## src/sv/u8d_pkg.sv

```systemverilog
// shared types and constants for the utf-8 byte stream decoder
package u8d_pkg;

    localparam int BYTE_W = 8;
    localparam int CP_W   = 21;
    localparam int BL_W   = 2;

    localparam logic [BYTE_W-1:0] LEAD2_MASK = 8'hE0;
    localparam logic [BYTE_W-1:0] LEAD2_CODE = 8'hC0;
    localparam logic [BYTE_W-1:0] LEAD3_MASK = 8'hF0;
    localparam logic [BYTE_W-1:0] LEAD3_CODE = 8'hE0;
    localparam logic [BYTE_W-1:0] LEAD4_MASK = 8'hF8;
    localparam logic [BYTE_W-1:0] LEAD4_CODE = 8'hF0;
    localparam logic [BYTE_W-1:0] LEAD4_MAX  = 8'hF4;

    localparam logic [CP_W-1:0] SURR_LO = 21'h00D800;
    localparam logic [CP_W-1:0] SURR_HI = 21'h00DFFF;

    localparam logic [BL_W-1:0] BL_IDLE = 2'd0;
    localparam logic [BL_W-1:0] BL_ONE  = 2'd1;
    localparam logic [BL_W-1:0] BL_TWO  = 2'd2;
    localparam logic [BL_W-1:0] BL_THREE = 2'd3;

    typedef struct packed {
        logic            valid;
        logic [CP_W-1:0] code_point;
        logic            invalid;
        logic            end_of_text;
    } t_result;

endpackage

```

## src/sv/u8d_decode.sv

```systemverilog
// utf-8 sequence state and per-byte decode logic
module u8d_decode (
    input  logic                      i_clk,
    input  logic                      i_rst_n,
    input  logic                      i_en,
    input  logic [u8d_pkg::BYTE_W-1:0] i_byte,
    output u8d_pkg::t_result          o_res
);
    import u8d_pkg::*;

    logic [BL_W-1:0] r_bl;
    logic [BL_W-1:0] n_bl;
    logic [CP_W-1:0] r_pv;
    logic [CP_W-1:0] n_pv;
    logic [CP_W-1:0] cont_sh;
    logic [CP_W-1:0] acc;
    t_result         res;

    always_comb begin
        n_bl    = r_bl;
        n_pv    = r_pv;
        res     = '0;
        cont_sh = '0;
        acc     = '0;
        if (r_bl != BL_IDLE) begin
            // continuation byte: low six bits at the next lower slot
            case (r_bl)
                BL_ONE:  cont_sh = {15'b0, i_byte[5:0]};
                BL_TWO:  cont_sh = {9'b0, i_byte[5:0], 6'b0};
                default: cont_sh = {3'b0, i_byte[5:0], 12'b0};
            endcase
            acc  = r_pv | cont_sh;
            n_bl = r_bl - BL_ONE;
            if (n_bl != BL_IDLE) begin
                n_pv = acc;
            end else begin
                n_pv      = '0;
                res.valid = 1'b1;
                if (acc >= SURR_LO && acc <= SURR_HI) begin
                    res.invalid = 1'b1;
                end else begin
                    res.code_point = acc;
                end
            end
        end else if (i_byte == '0) begin
            res.valid       = 1'b1;
            res.end_of_text = 1'b1;
        end else if (!i_byte[BYTE_W-1]) begin
            res.valid      = 1'b1;
            res.code_point = {{(CP_W-BYTE_W){1'b0}}, i_byte};
        end else if ((i_byte & LEAD2_MASK) == LEAD2_CODE) begin
            n_pv = {10'b0, i_byte[4:0], 6'b0};
            n_bl = BL_ONE;
        end else if ((i_byte & LEAD3_MASK) == LEAD3_CODE) begin
            n_pv = {5'b0, i_byte[3:0], 12'b0};
            n_bl = BL_TWO;
        end else if ((i_byte & LEAD4_MASK) == LEAD4_CODE && i_byte <= LEAD4_MAX) begin
            n_pv = {i_byte[2:0], 18'b0};
            n_bl = BL_THREE;
        end else begin
            res.valid   = 1'b1;
            res.invalid = 1'b1;
        end
    end

    always_ff @(posedge i_clk) begin
        if (!i_rst_n) begin
            r_bl <= BL_IDLE;
            r_pv <= '0;
        end else if (i_en) begin
            r_bl <= n_bl;
            r_pv <= n_pv;
        end
    end

    assign o_res = res;

endmodule

```

## src/sv/utf8_byte_stream_decoder.sv

```systemverilog
// top level of the utf-8 byte stream decoder with skid, input and result registers
// data path: skid entry if needed, input register, decode logic, result register
// throughput: one byte per cycle, sustained, as long as results are taken
// o_stall is registered; it rises only when the skid entry holds a byte
// reset (synchronous, active low) empties all stages and returns to lead-byte wait
module utf8_byte_stream_decoder (
    input  logic                        i_clk,
    input  logic                        i_rst_n,
    input  logic                        i_valid,
    output logic                        o_stall,
    input  logic [u8d_pkg::BYTE_W-1:0]  i_in_byte,
    output logic                        o_valid,
    input  logic                        i_stall,
    output logic [u8d_pkg::CP_W-1:0]    o_code_point,
    output logic                        o_invalid,
    output logic                        o_end_of_text
);
    import u8d_pkg::*;

    // skid entry catches a request that arrives while the input register is held
    logic              r_skid_valid;
    logic [BYTE_W-1:0] r_skid_byte;
    // input register feeding the decode logic
    logic              r_in_valid;
    logic [BYTE_W-1:0] r_in_byte;
    // result register
    logic              r_out_valid;
    logic [CP_W-1:0]   r_out_cp;
    logic              r_out_invalid;
    logic              r_out_end;

    logic    accept;
    logic    out_free;
    logic    advance;
    logic    in_free;
    t_result dec_res;

    assign accept   = i_valid && !r_skid_valid;
    assign out_free = !r_out_valid || !i_stall;

    u8d_decode u_decode (
        .i_clk   (i_clk),
        .i_rst_n (i_rst_n),
        .i_en    (advance),
        .i_byte  (r_in_byte),
        .o_res   (dec_res)
    );

    // a byte that yields no result never waits on the output side
    assign advance = r_in_valid && (!dec_res.valid || out_free);
    assign in_free = !r_in_valid || advance;

    always_ff @(posedge i_clk) begin
        if (!i_rst_n) begin
            r_skid_valid <= 1'b0;
            r_in_valid   <= 1'b0;
        end else begin
            if (in_free) begin
                // skid first, it holds the older request
                if (r_skid_valid) begin
                    r_in_valid   <= 1'b1;
                    r_skid_valid <= 1'b0;
                end else begin
                    r_in_valid <= accept;
                end
            end else if (accept) begin
                r_skid_valid <= 1'b1;
            end
        end
    end

    always_ff @(posedge i_clk) begin
        if (in_free) begin
            r_in_byte <= r_skid_valid ? r_skid_byte : i_in_byte;
        end
        if (!in_free && accept) begin
            r_skid_byte <= i_in_byte;
        end
    end

    // result register: loaded on a decoded result, emptied when taken
    always_ff @(posedge i_clk) begin
        if (!i_rst_n) begin
            r_out_valid <= 1'b0;
        end else if (advance && dec_res.valid) begin
            r_out_valid <= 1'b1;
        end else if (!i_stall) begin
            r_out_valid <= 1'b0;
        end
    end

    always_ff @(posedge i_clk) begin
        if (advance && dec_res.valid) begin
            r_out_cp      <= dec_res.code_point;
            r_out_invalid <= dec_res.invalid;
            r_out_end     <= dec_res.end_of_text;
        end
    end

    assign o_stall       = r_skid_valid;
    assign o_valid       = r_out_valid;
    assign o_code_point  = r_out_cp;
    assign o_invalid     = r_out_invalid;
    assign o_end_of_text = r_out_end;

    a_skid_behind_in : assert property (@(posedge i_clk) disable iff (!i_rst_n)
        r_skid_valid |-> r_in_valid)
        else $error("skid entry held with empty input register");

    a_flag_zero_cp : assert property (@(posedge i_clk) disable iff (!i_rst_n)
        (r_out_valid && (r_out_invalid || r_out_end)) |-> (r_out_cp == '0))
        else $error("nonzero code point on error or end marker");

    a_flags_exclusive : assert property (@(posedge i_clk) disable iff (!i_rst_n)
        r_out_valid |-> !(r_out_invalid && r_out_end))
        else $error("invalid and end marker both set");

    a_no_overwrite : assert property (@(posedge i_clk) disable iff (!i_rst_n)
        (r_out_valid && i_stall) |-> !(advance && dec_res.valid))
        else $error("result register overwritten while stalled");

endmodule

```

## config.mk

```make
export PLATFORM = sky130hd
export DESIGN_NAME = utf8_byte_stream_decoder
export DESIGN_NICKNAME = d
export VERILOG_FILES = /design/src/sv/u8d_pkg.sv /design/src/sv/u8d_decode.sv /design/src/sv/utf8_byte_stream_decoder.sv
export SDC_FILE = /design/constraint.sdc
export NUM_CORES = 1
export LEC_CHECK = 0
export BUFFER_PORTS_ARGS = -buffer_cell sky130_fd_sc_hd__clkbuf_2
export CAP_MARGIN = 40
export CORE_MARGIN = 2
export CORE_UTILIZATION = 52
export CTS_CLUSTER_DIAMETER = 80
export CTS_CLUSTER_SIZE = 30
export DETAILED_ROUTE_END_ITERATION = 10
export MAX_ROUTING_LAYER = met4
export PLACE_DENSITY = 0.87
export SLEW_MARGIN = 10
export SYNTH_ARGS = -nofsm -noshare
export SYNTH_HDL_FRONTEND = slang
export SYNTH_SLANG_ARGS = --single-unit
```

## constraint.sdc

```tcl
create_clock -name i_clk -period 2.2 [get_ports i_clk]
set_input_delay 0.22 -clock i_clk [delete_from_list [all_inputs] [get_ports i_clk]]
set_output_delay 0.22 -clock i_clk [all_outputs]
set_load 0.005 [all_outputs]
```

==> flow_summary_export.csv, run 1 <==
group,metric,value,unit
layout,nFillCells,472,
route,drt_iter0_markers,215,
route,drtPass1Iterations,4,
floorplan,rows,27,
clock_tree,cts_buffer_depth,2,
sta,setup_viol,0,
global_route,gr-usage-all-layers,20.8,%
route,via_per_inst,5.67,
logic_synthesis,syn_inst,254,
pwr,powerDensity,722,nW/um^2
sta,fin_crit_sh,93.0,%
global_route,grt_pass1_wl,9.69,mm
layout,multi_input_area,1100,sq um
logic_synthesis,synth_largest_area_cell,"edfxtp_1",
worst_hold_path,hold_class,"input port to flop",
placement,dp_hpwl,4.25,mm
layout,regArea,1690,sq um
clock_tree,clk_pin_slew,0.06,ns
floorplan,dieWidth,79.2,um
pwr,p_leak,1.25,nW
floorplan,die_height,79.2,um
logic_synthesis,ys_ff_latch,65,
layout,fin_cells,375,
floorplan,core_area,5470,sq um
route,wl,5.70,mm
setup_path,crit_chain,"inv_1 -> ha_1 -> and2b_1 -> o22ai_2 -> o31ai_4 -> buf_4 -> o221ai_1",
sta,drv_slew,0,
layout,final_cell_area,3400,sq um
layout,diodes,0,
placement,gp_congestion,0.987,
logic_synthesis,synth-seq-area-share,57.6,%
setup_path,cp_max_fo,6,
sta,hold_viol,0,
setup_path,setup.worst_path.class,"flop to flop",
route,drc_errors,0,
sta,setup_tns,0,ns
clock_tree,postCtsSetupRepairBufs,0,
setup_path,cp_top_family,"compound AO/OA/AOI/OAI gates",
setup_path,worst-path-buf-inv,2,
sta,fin_crit,2.05,ns
layout,drive_above_1_share,28.1,%
clock_tree,cts_made_buffers,9,
layout,nets,316,
setup_path,end_kind,"flop",
floorplan,start_util,53.7,%
setup_path,critical_path_arrival,2.11,ns
sta,slew_headroom,66.7,%
logic_synthesis,syn_area,2940,sq um
pwr,irDropWorstVdd,0.403,mV
clock_tree,clk_latency,0.33,ns
logic_synthesis,synth_edf_count,39,
logic_synthesis,ys_types,43,
sta,max_freq,489,MHz
clock_tree,cts.sinks,65,
setup_path,startpoint_type,"flop",
layout,mostFrequentLayoutCells,"edfxtp_1 (39), clkbuf_2 (36), dfxtp_1 (25), nor2_1 (23), a21oi_1 (18)",
route,num_vias,2128,
layout,final_common_cell,"edfxtp_1",
logic_synthesis,synthTopCellsByArea,"edfxtp_1 (40%), dfxtp_1 (18%), a21oi_1 (3.1%), mux2_2 (3.1%), a22o_1 (3.0%)",
logic_synthesis,syn_area_per_cell,11.6,sq um
logic_synthesis,synthArstFlopShare,0,%
route,routedWlPerCell,15.2,um
floorplan,ios,37,
clock_tree,cts_tree,"built",
setup_path,critPathSlowestCell,"dfxtp_1",
global_route,grt_max_degree,24,
setup_path,worstPathRequired,2.26,ns
sta,rsz0062_at_grt,"false",
logic_synthesis,yosys_warnings,0,
placement,placedCellCount,360,
global_route,antenna_found_initial,0,
floorplan,die-area,6260,sq um
logic_synthesis,synth_flop_cell,"edfxtp_1",
placement,dpl_cell_area,3230,sq um
run_status,status,"complete, no violations",
logic_synthesis,synth_nets,271,
setup_path,slowest_delay,0.38,ns
sta,worst_slew_pin_slew,0.499,ns
logic_synthesis,yosysTopAreaCellShare,39.9,%
sta,fin_skew,0.00906,ns
clock_tree,htree_levels,3,
global_route,grt_pass1_vias,2086,
clock_tree,cts-root-buf,"clkbuf_8",
route,ant_nets,0,
placement,io_buffers,36,
flow_run,maxCapViolations,0,
layout,syn2layout_area_growth,15.7,%
global_route,grt_overflow,0,
-- synthesized netlist by cell type, types with 3 or more instances --
library cell,instances
dfxtp_1,26
and2_1,7
buf_4,4
o221ai_1,7
nand3_1,12
o2111ai_1,7
o21ai_1,3
mux2i_1,4
buf_2,6
o22ai_1,4
mux2_2,8
ha_1,5
nor2b_1,3
a22o_1,10
edfxtp_1,39
nand2_1,16
clkbuf_1,5
a21oi_1,18
nor2_1,23
buf_6,3
o211ai_1,4
inv_1,14
-- cells by family after synthesis --
logic type                 count (synthesis)  share of synthesized area (%)
adders and majority gates                  5                           2.13
DFF                                       65                           57.6
buffers and inverters                     32                           5.62
AOI/OAI and AO/OA                         67                           18.1
muxes                                     12                           4.43
and+or+nand+nor                           73                           12.1
-- metal layers --
layer | track usage, % | routed length (um)
met5 | - | 0
met2 | 33.0 | 2800
met4 | 10.7 | 157
met3 | 6.02 | 344
met1 | 24.3 | 2400
-- metrics by stage --
stage	util, %	setup WS [ns]	hold WS, ns	power, W
3_3_place_gp	59.1	0.166	0.416	0.00166
2_1_floorplan	-	0.0675	0.319	0.00157
5_1_grt	62.1	0.0254	0.0640	0.00255
6_report	62.1	0.154	0.0743	0.00245
4_1_cts	61.8	0.0345	0.0645	0.00247
3_5_place_dp	59.1	0.0427	0.416	0.00166
-- final timing paths --
| path | startpoint | endpoint | slack [ns] | depth (start not counted) |
|---|---|---|---|---|
| min reg2reg | u_decode.r_pv[2] | u_decode.r_pv[2] | 0.46 | 2 |
| max | u_decode.r_bl[1] | o_code_point[0] | 0.15 | 7 |
| max reg2reg | u_decode.r_bl[1] | o_code_point[0] | 0.15 | 7 |
| min | i_in_byte[0] | r_skid_byte[0] | 0.07 | 1 |
-- report_power, final --
part	internal, W	switching (W)
combinational	0.000115	0.000163
sequential	0.00134	0.0000286
clock	0.000395	0.000416
-- area by class of cell --
class | instances | share of cell area, %
Timing Repair Buffer | 52 | 9.20
Tap cell | 72 | 2.65
Clock inverter | 4 | 0.626
Multi-Input combinational cell | 157 | 32.3
Inverter | 14 | 1.55
Sequential cell | 65 | 49.8
Clock buffer | 11 | 3.87
-- sequential cells by signal, summed over array words and instances (netlist names) --
signal,flops
o_code_point,21
o_end_of_text,1
o_invalid,1
o_stall,1
o_valid,1
r_in_byte,8
r_in_valid,1
r_skid_byte,8
u_decode.r_bl,2
u_decode.r_pv,21
-- timing repair --
item / in CTS / in global routing
hold buffers: 0 / 0
gates resized for setup: 0 / 3
endpoints found under the setup margin: 0 / 8
No activity file was read; power rests on OpenSTA's default activity.
==> run 2, diff against run 1 <==
--- a/config.mk
+++ b/config.mk
@@ -8,12 +8,12 @@
 export BUFFER_PORTS_ARGS = -buffer_cell sky130_fd_sc_hd__clkbuf_2
 export CAP_MARGIN = 40
 export CORE_MARGIN = 2
-export CORE_UTILIZATION = 52
+export CORE_UTILIZATION = 57
 export CTS_CLUSTER_DIAMETER = 80
 export CTS_CLUSTER_SIZE = 30
 export DETAILED_ROUTE_END_ITERATION = 10
 export MAX_ROUTING_LAYER = met4
-export PLACE_DENSITY = 0.87
+export PLACE_DENSITY = 0.9
 export SLEW_MARGIN = 10
 export SYNTH_ARGS = -nofsm -noshare
 export SYNTH_HDL_FRONTEND = slang
==> constraint.sdc (replaced) <==
create_clock -name i_clk -period 2 [get_ports i_clk]
set_input_delay 0.2 -clock i_clk [delete_from_list [all_inputs] [get_ports i_clk]]
set_output_delay 0.2 -clock i_clk [all_outputs]
set_load 0.005 [all_outputs]
==> run 2 against run 1 <==
  * Clock-buffer cell count increased by 2
  * Hold slack got worse by 0.018 ns
  * Clock power increased by 37%
  * Non-clock buffer count increased by 6
  * Power increased by 20%
  * Utilization increased by 7.7 points
  * Sequential cell count unchanged
  * Clock skew decreased by 0.0023 ns
  * Global-route usage increased by 3.1 points
  * Die area decreased by 8.3%
  * Maximum frequency increased by 7.2%
  * Largest cell class unchanged
  * Highest routed layer unchanged
==> flow_summary_export.csv, run 2 (synthesis results as in run 1) <==
group,metric,value,unit
route,routedWlPerCell,16.0,um
setup_path,rr_worst_depth,7,
route,ant_nets,0,
route,drt_iter0_markers,300,
sta,fin_crit_sh,95.4,%
floorplan,ios,37,
setup_path,critical_path_arrival,1.98,ns
global_route,antenna_found_initial,0,
setup_path,crit_end,"o_code_point[1]",
route,wl,6.10,mm
setup_path,worstPathRequired,2.07,ns
floorplan,die-area,5740,sq um
setup_path,end_kind,"flop",
sta,fin_crit,1.91,ns
global_route,grt_pass1_wl,9.78,mm
clock_tree,cts.sinks,65,
placement,gp_congestion,0.993,
pwr,powerDensity,836,nW/um^2
sta,hold_viol,0,
clock_tree,cts-root-buf,"clkbuf_8",
floorplan,rows,26,
sta,fin_skew,0.00679,ns
layout,final_cell_area,3520,sq um
floorplan,die_height,75.8,um
layout,diodes,0,
pwr,irDropWorstVdd,0.545,mV
sta,max_freq,524,MHz
setup_path,r2r-start,"u_decode.r_bl[0]",
route,drtPass1Iterations,5,
floorplan,dieWidth,75.8,um
route,via_per_inst,6.00,
global_route,grt_pass1_vias,2014,
floorplan,core_area,5040,sq um
sta,worst_slew_pin_slew,0.487,ns
sta,drv_slew,0,
layout,nets,322,
run_status,status,"complete, no violations",
clock_tree,clk_latency,0.34,ns
worst_hold_path,hold_class,"input port to flop",
setup_path,cp_max_fo,7,
sta,setup_viol,0,
setup_path,setup.worst_path.class,"flop to flop",
placement,dpl_cell_area,3270,sq um
placement,io_buffers,36,
clock_tree,holdBufCountCts,0,
pwr,p_leak,1.31,nW
setup_path,worstReg2RegEnd,"o_code_point[1]",
clock_tree,clk_pin_slew,0.07,ns
sta,setup_tns,0,ns
pwr,power,0.00294,W
layout,mostFrequentLayoutCells,"edfxtp_1 (39), clkbuf_2 (36), dfxtp_1 (26), nor2_1 (23), buf_4 (20)",
setup_path,startpoint,"u_decode.r_bl[0]",
clock_tree,cts_made_buffers,9,
setup_path,startpoint_type,"flop",
floorplan,start_util,58.2,%
global_route,grt_max_degree,24,
flow_run,maxCapViolations,0,
global_route,gr-usage-all-layers,23.9,%
sta,slew_headroom,67.5,%
route,drc_errors,0,
clock_tree,htree_levels,3,
layout,final_common_cell,"edfxtp_1",
layout,drive_above_1_share,30.6,%
route,num_vias,2279,
setup_path,rrSetupSlack,0.09,ns
clock_tree,cts_buffer_depth,2,
global_route,grt_overflow,0,
layout,syn2layout_area_growth,19.9,%
clock_tree,cts_tree,"built",
placement,dp_hpwl,4.29,mm
layout,nFillCells,366,
-- run 2: changes by cell type in the layout (fill, tap and decap cells not counted), sizes merged --
cell	previous run	this run
buf	16	22
clkbuf	47	49
bufinv	0	1
clkinv	3	2
clkinvlp	1	0
-- run 2: per-stage QoR --
step	utilization [%]	hold WS [ns]	setup WS, ns	std cells
after CTS	68.8	0.0537	0.0110	379
final	69.8	0.0563	0.0914	380
after floorplan	-	0.299	-0.0151	254
after global placement	64.8	0.394	0.0826	363
after global routing	69.8	0.0422	-0.00641	380
after detailed placement	64.8	0.396	-0.00972	363
-- run 2: cell type report --
class	instances	area, sq um	area share [%]
Clock inverter	3	40.0	1.14
Multi-Input combinational cell	157	1130	32.1
Tap cell	70	87.6	2.49
Sequential cell	65	1690	48.0
Inverter	14	52.6	1.49
Timing Repair Buffer	58	362	10.3
Clock buffer	13	159	4.51
-- run 2: per-layer routing --
metal	global-route usage (%)	up-vias	share of wire, %	routed length (um)
met5	-	-	0	0
li1	-	1044	-	-
met3	7.01	17	7.6	462
met2	36.5	136	49	3000
met4	8.77	0	1.9	116
met1	30.3	1082	41	2510
-- run 2: critical path, cell delays in order (launching register included) --
cell and delay, ns:
dfxtp_1 0.34, inv_1 0.11, ha_4 0.29, and2b_1 0.22, o22ai_2 0.13, o31ai_4 0.30
buf_6 0.16, o221ai_1 0.11
-- run 2: where the power goes --
| group | leakage (nW) | internal, W | switching, W |
|---|---|---|---|
| clock network | 0.103 | 0.000641 | 0.000466 |
| registers | 0.579 | 0.00147 | 0.0000288 |
| logic | 0.626 | 0.000141 | 0.000197 |
| total | 1.31 | 0.00225 | 0.000692 |
-- run 2: worst min path at each step --
stage                       startpoint              to  slack [ns]  cells after the start
after detailed placement  i_in_byte[0]  r_skid_byte[0]        0.40                      1
final                     i_in_byte[3]  r_skid_byte[3]        0.06                      1
after CTS                 i_in_byte[2]  r_skid_byte[2]        0.05                      1
after global placement    i_in_byte[7]  r_skid_byte[7]        0.39                      1
after global routing      i_in_byte[0]  r_skid_byte[0]        0.04                      1
after floorplan           i_in_byte[0]  r_skid_byte[0]        0.30                      0
-- run 2: timing repair --
item / 4_1_cts / 5_1_grt
pin swaps: 1 / 1
endpoints found under the setup margin: 2 / 38
buffers inserted: 0 / 1
gates resized for setup: 0 / 7
==> run 3, diff against run 2 <==
--- a/config.mk
+++ b/config.mk
@@ -12,6 +12,7 @@
 export CTS_CLUSTER_DIAMETER = 80
 export CTS_CLUSTER_SIZE = 30
 export DETAILED_ROUTE_END_ITERATION = 10
+export HOLD_SLACK_MARGIN = 0.1
 export MAX_ROUTING_LAYER = met4
 export PLACE_DENSITY = 0.9
 export SLEW_MARGIN = 10
==> run 3 against run 2 <==
  * Clock power about the same
  * Final cell count increased by 2.1%
  * Via count increased by 0.53%
  * First-iteration DRC count decreased by 9.7%
  * Combinational power increased by 4%
  * Sequential share of layout area decreased by 1.1 points
  * Routed wire length increased by 0.80%
  * Critical path type unchanged
==> flow_summary_export.csv, run 3 (synthesis results as in run 1) <==
group,metric,value,unit
run_status,status,"complete, no violations",
setup_path,startpoint,"u_decode.r_bl[0]",
layout,diodes,0,
clock_tree,cts_made_buffers,9,
setup_path,critPathSlowestCell,"dfxtp_1",
global_route,grt_pass1_wl,9.96,mm
route,drt_iter0_markers,271,
pwr,p_leak,1.34,nW
route,num_vias,2291,
floorplan,die_height,75.8,um
global_route,gr-usage-all-layers,24.3,%
sta,slew_headroom,67.4,%
route,drtPass1Iterations,5,
layout,nets,330,
layout,mostFrequentLayoutCells,"edfxtp_1 (39), clkbuf_2 (36), dfxtp_1 (26), nor2_1 (23), buf_4 (20)",
floorplan,ios,37,
placement,dpl_cell_area,3270,sq um
sta,setup_ws,0.0974,ns
sta,max_freq,526,MHz
setup_path,crit_chain,"inv_1 -> ha_4 -> and2b_1 -> o22ai_2 -> o31ai_4 -> buf_6 -> o221ai_1",
layout,drive_above_1_share,29.9,%
sta,fin_crit_sh,95.1,%
layout,final_common_cell,"edfxtp_1",
placement,io_buffers,36,
clock_tree,cts.sinks,65,
route,via_per_inst,5.90,
floorplan,rows,26,
route,wl,6.15,mm
placement,place_worst_setup_slack,-0.00972,ns
setup_path,slowest_delay,0.34,ns
layout,final_cell_area,3600,sq um
sta,hold_viol,0,
route,ant_nets,0,
route,routedWlPerCell,15.8,um
setup_path,critical_path_arrival,1.98,ns
clock_tree,htree_levels,3,
setup_path,cp_max_fo,7,
placement,dp_hpwl,4.29,mm
setup_path,setup.worst_path.class,"flop to flop",
route,drc_errors,0,
sta,fin_crit,1.90,ns
setup_path,worst-path-buf-inv,2,
clock_tree,cts_buffer_depth,2,
floorplan,dieWidth,75.8,um
layout,syn2layout_area_growth,22.6,%
sta,fin_skew,0.00656,ns
global_route,grt_overflow,0,
clock_tree,clk_pin_slew,0.06,ns
global_route,antenna_found_initial,0,
setup_path,worstPathRequired,2.07,ns
pwr,irDropWorstVdd,0.546,mV
worst_hold_path,hold_start,"i_valid",
global_route,grt_pass1_vias,2098,
setup_path,startpoint_type,"flop",
global_route,grt_max_degree,24,
setup_path,cp_top_family,"compound AO/OA/AOI/OAI gates",
clock_tree,cts_tree,"built",
floorplan,core_area,5040,sq um
setup_path,r2r-start,"u_decode.r_bl[0]",
clock_tree,clk_latency,0.34,ns
floorplan,die-area,5740,sq um
sta,hold_slack,0.173,ns
sta,setup_viol,0,
setup_path,end_kind,"flop",
sta,drv_slew,0,
pwr,powerDensity,821,nW/um^2
flow_run,maxCapViolations,0,
floorplan,start_util,58.2,%
placement,gp_congestion,0.993,
sta,worst_slew_pin_slew,0.488,ns
worst_hold_path,hold_class,"input port to flop",
clock_tree,cts-root-buf,"clkbuf_8",
[run 3: cell types whose count changed in the layout (fill, tap and decap cells not counted)]
cell	change
dlygate4sd3_1	+8
[run 3: report_power, final]
group	leakage [nW]	switching [W]	internal (W)	total, W
Clock	0.103	0.000467	0.000640	0.00111
Combinational	0.659	0.000198	0.000151	0.000349
Sequential	0.579	0.0000286	0.00147	0.00150
[run 3: layout make-up]
cell class | instances | area [sq um]
Inverter | 14 | 52.6
Clock inverter | 3 | 40.0
Tap cell | 70 | 87.6
Timing Repair Buffer | 66 | 442
Fill cell | 353 | 1440
Clock buffer | 13 | 159
Multi-Input combinational cell | 157 | 1130
Sequential cell | 65 | 1690
[run 3: per-layer routing]
| metal | up-vias | wire [um] | global-route usage, % |
|---|---|---|---|
| li1 | 1059 | - | - |
| met1 | 1104 | 2530 | 30.3 |
| met2 | 114 | 3070 | 37.6 |
| met3 | 14 | 452 | 7.01 |
| met4 | 0 | 93 | 8.77 |
| met5 | - | 0 | - |
[run 3: worst min-delay path, delay by kind of cell]
kind	cells	cell delay (ns)
buffers and inverters	1	0.09
AND/OR/NAND/NOR	2	0.17
[run 3: final timing paths]
| path | end | slack, ns | cells past startpoint |
|---|---|---|---|
| worst min-delay path | o_stall | 0.17 | 3 |
| worst max-delay path | o_code_point[5] | 0.1 | 7 |
| worst max register to register | o_code_point[5] | 0.1 | 7 |
| worst min register to register | u_decode.r_pv[5] | 0.46 | 2 |
[run 3: what timing repair did]
| item | 4_1_cts | 5_1_grt |
|---|---|---|
| resized for setup | 0 | 7 |
| endpoints found under the setup margin | 2 | 38 |
| setup buffers | 0 | 1 |
| endpoints found under the hold margin | 8 | 0 |
| gates cloned | 0 | 0 |
| pin swaps | 1 | 1 |
| hold buffers | 8 | 0 |
[run 3: stage by stage]
step | util, % | setup TNS, ns | instances | total power, W
final | 71.4 | 0 | 388 | 0.00296
after global routing | 71.4 | -0.00641 | 388 | 0.00306
after CTS | 70.3 | 0 | 387 | 0.00293
after detailed placement | 64.8 | -0.00972 | 363 | 0.00184
after global placement | 64.8 | 0 | 363 | 0.00183
after floorplan | - | -0.120 | 254 | 0.00173
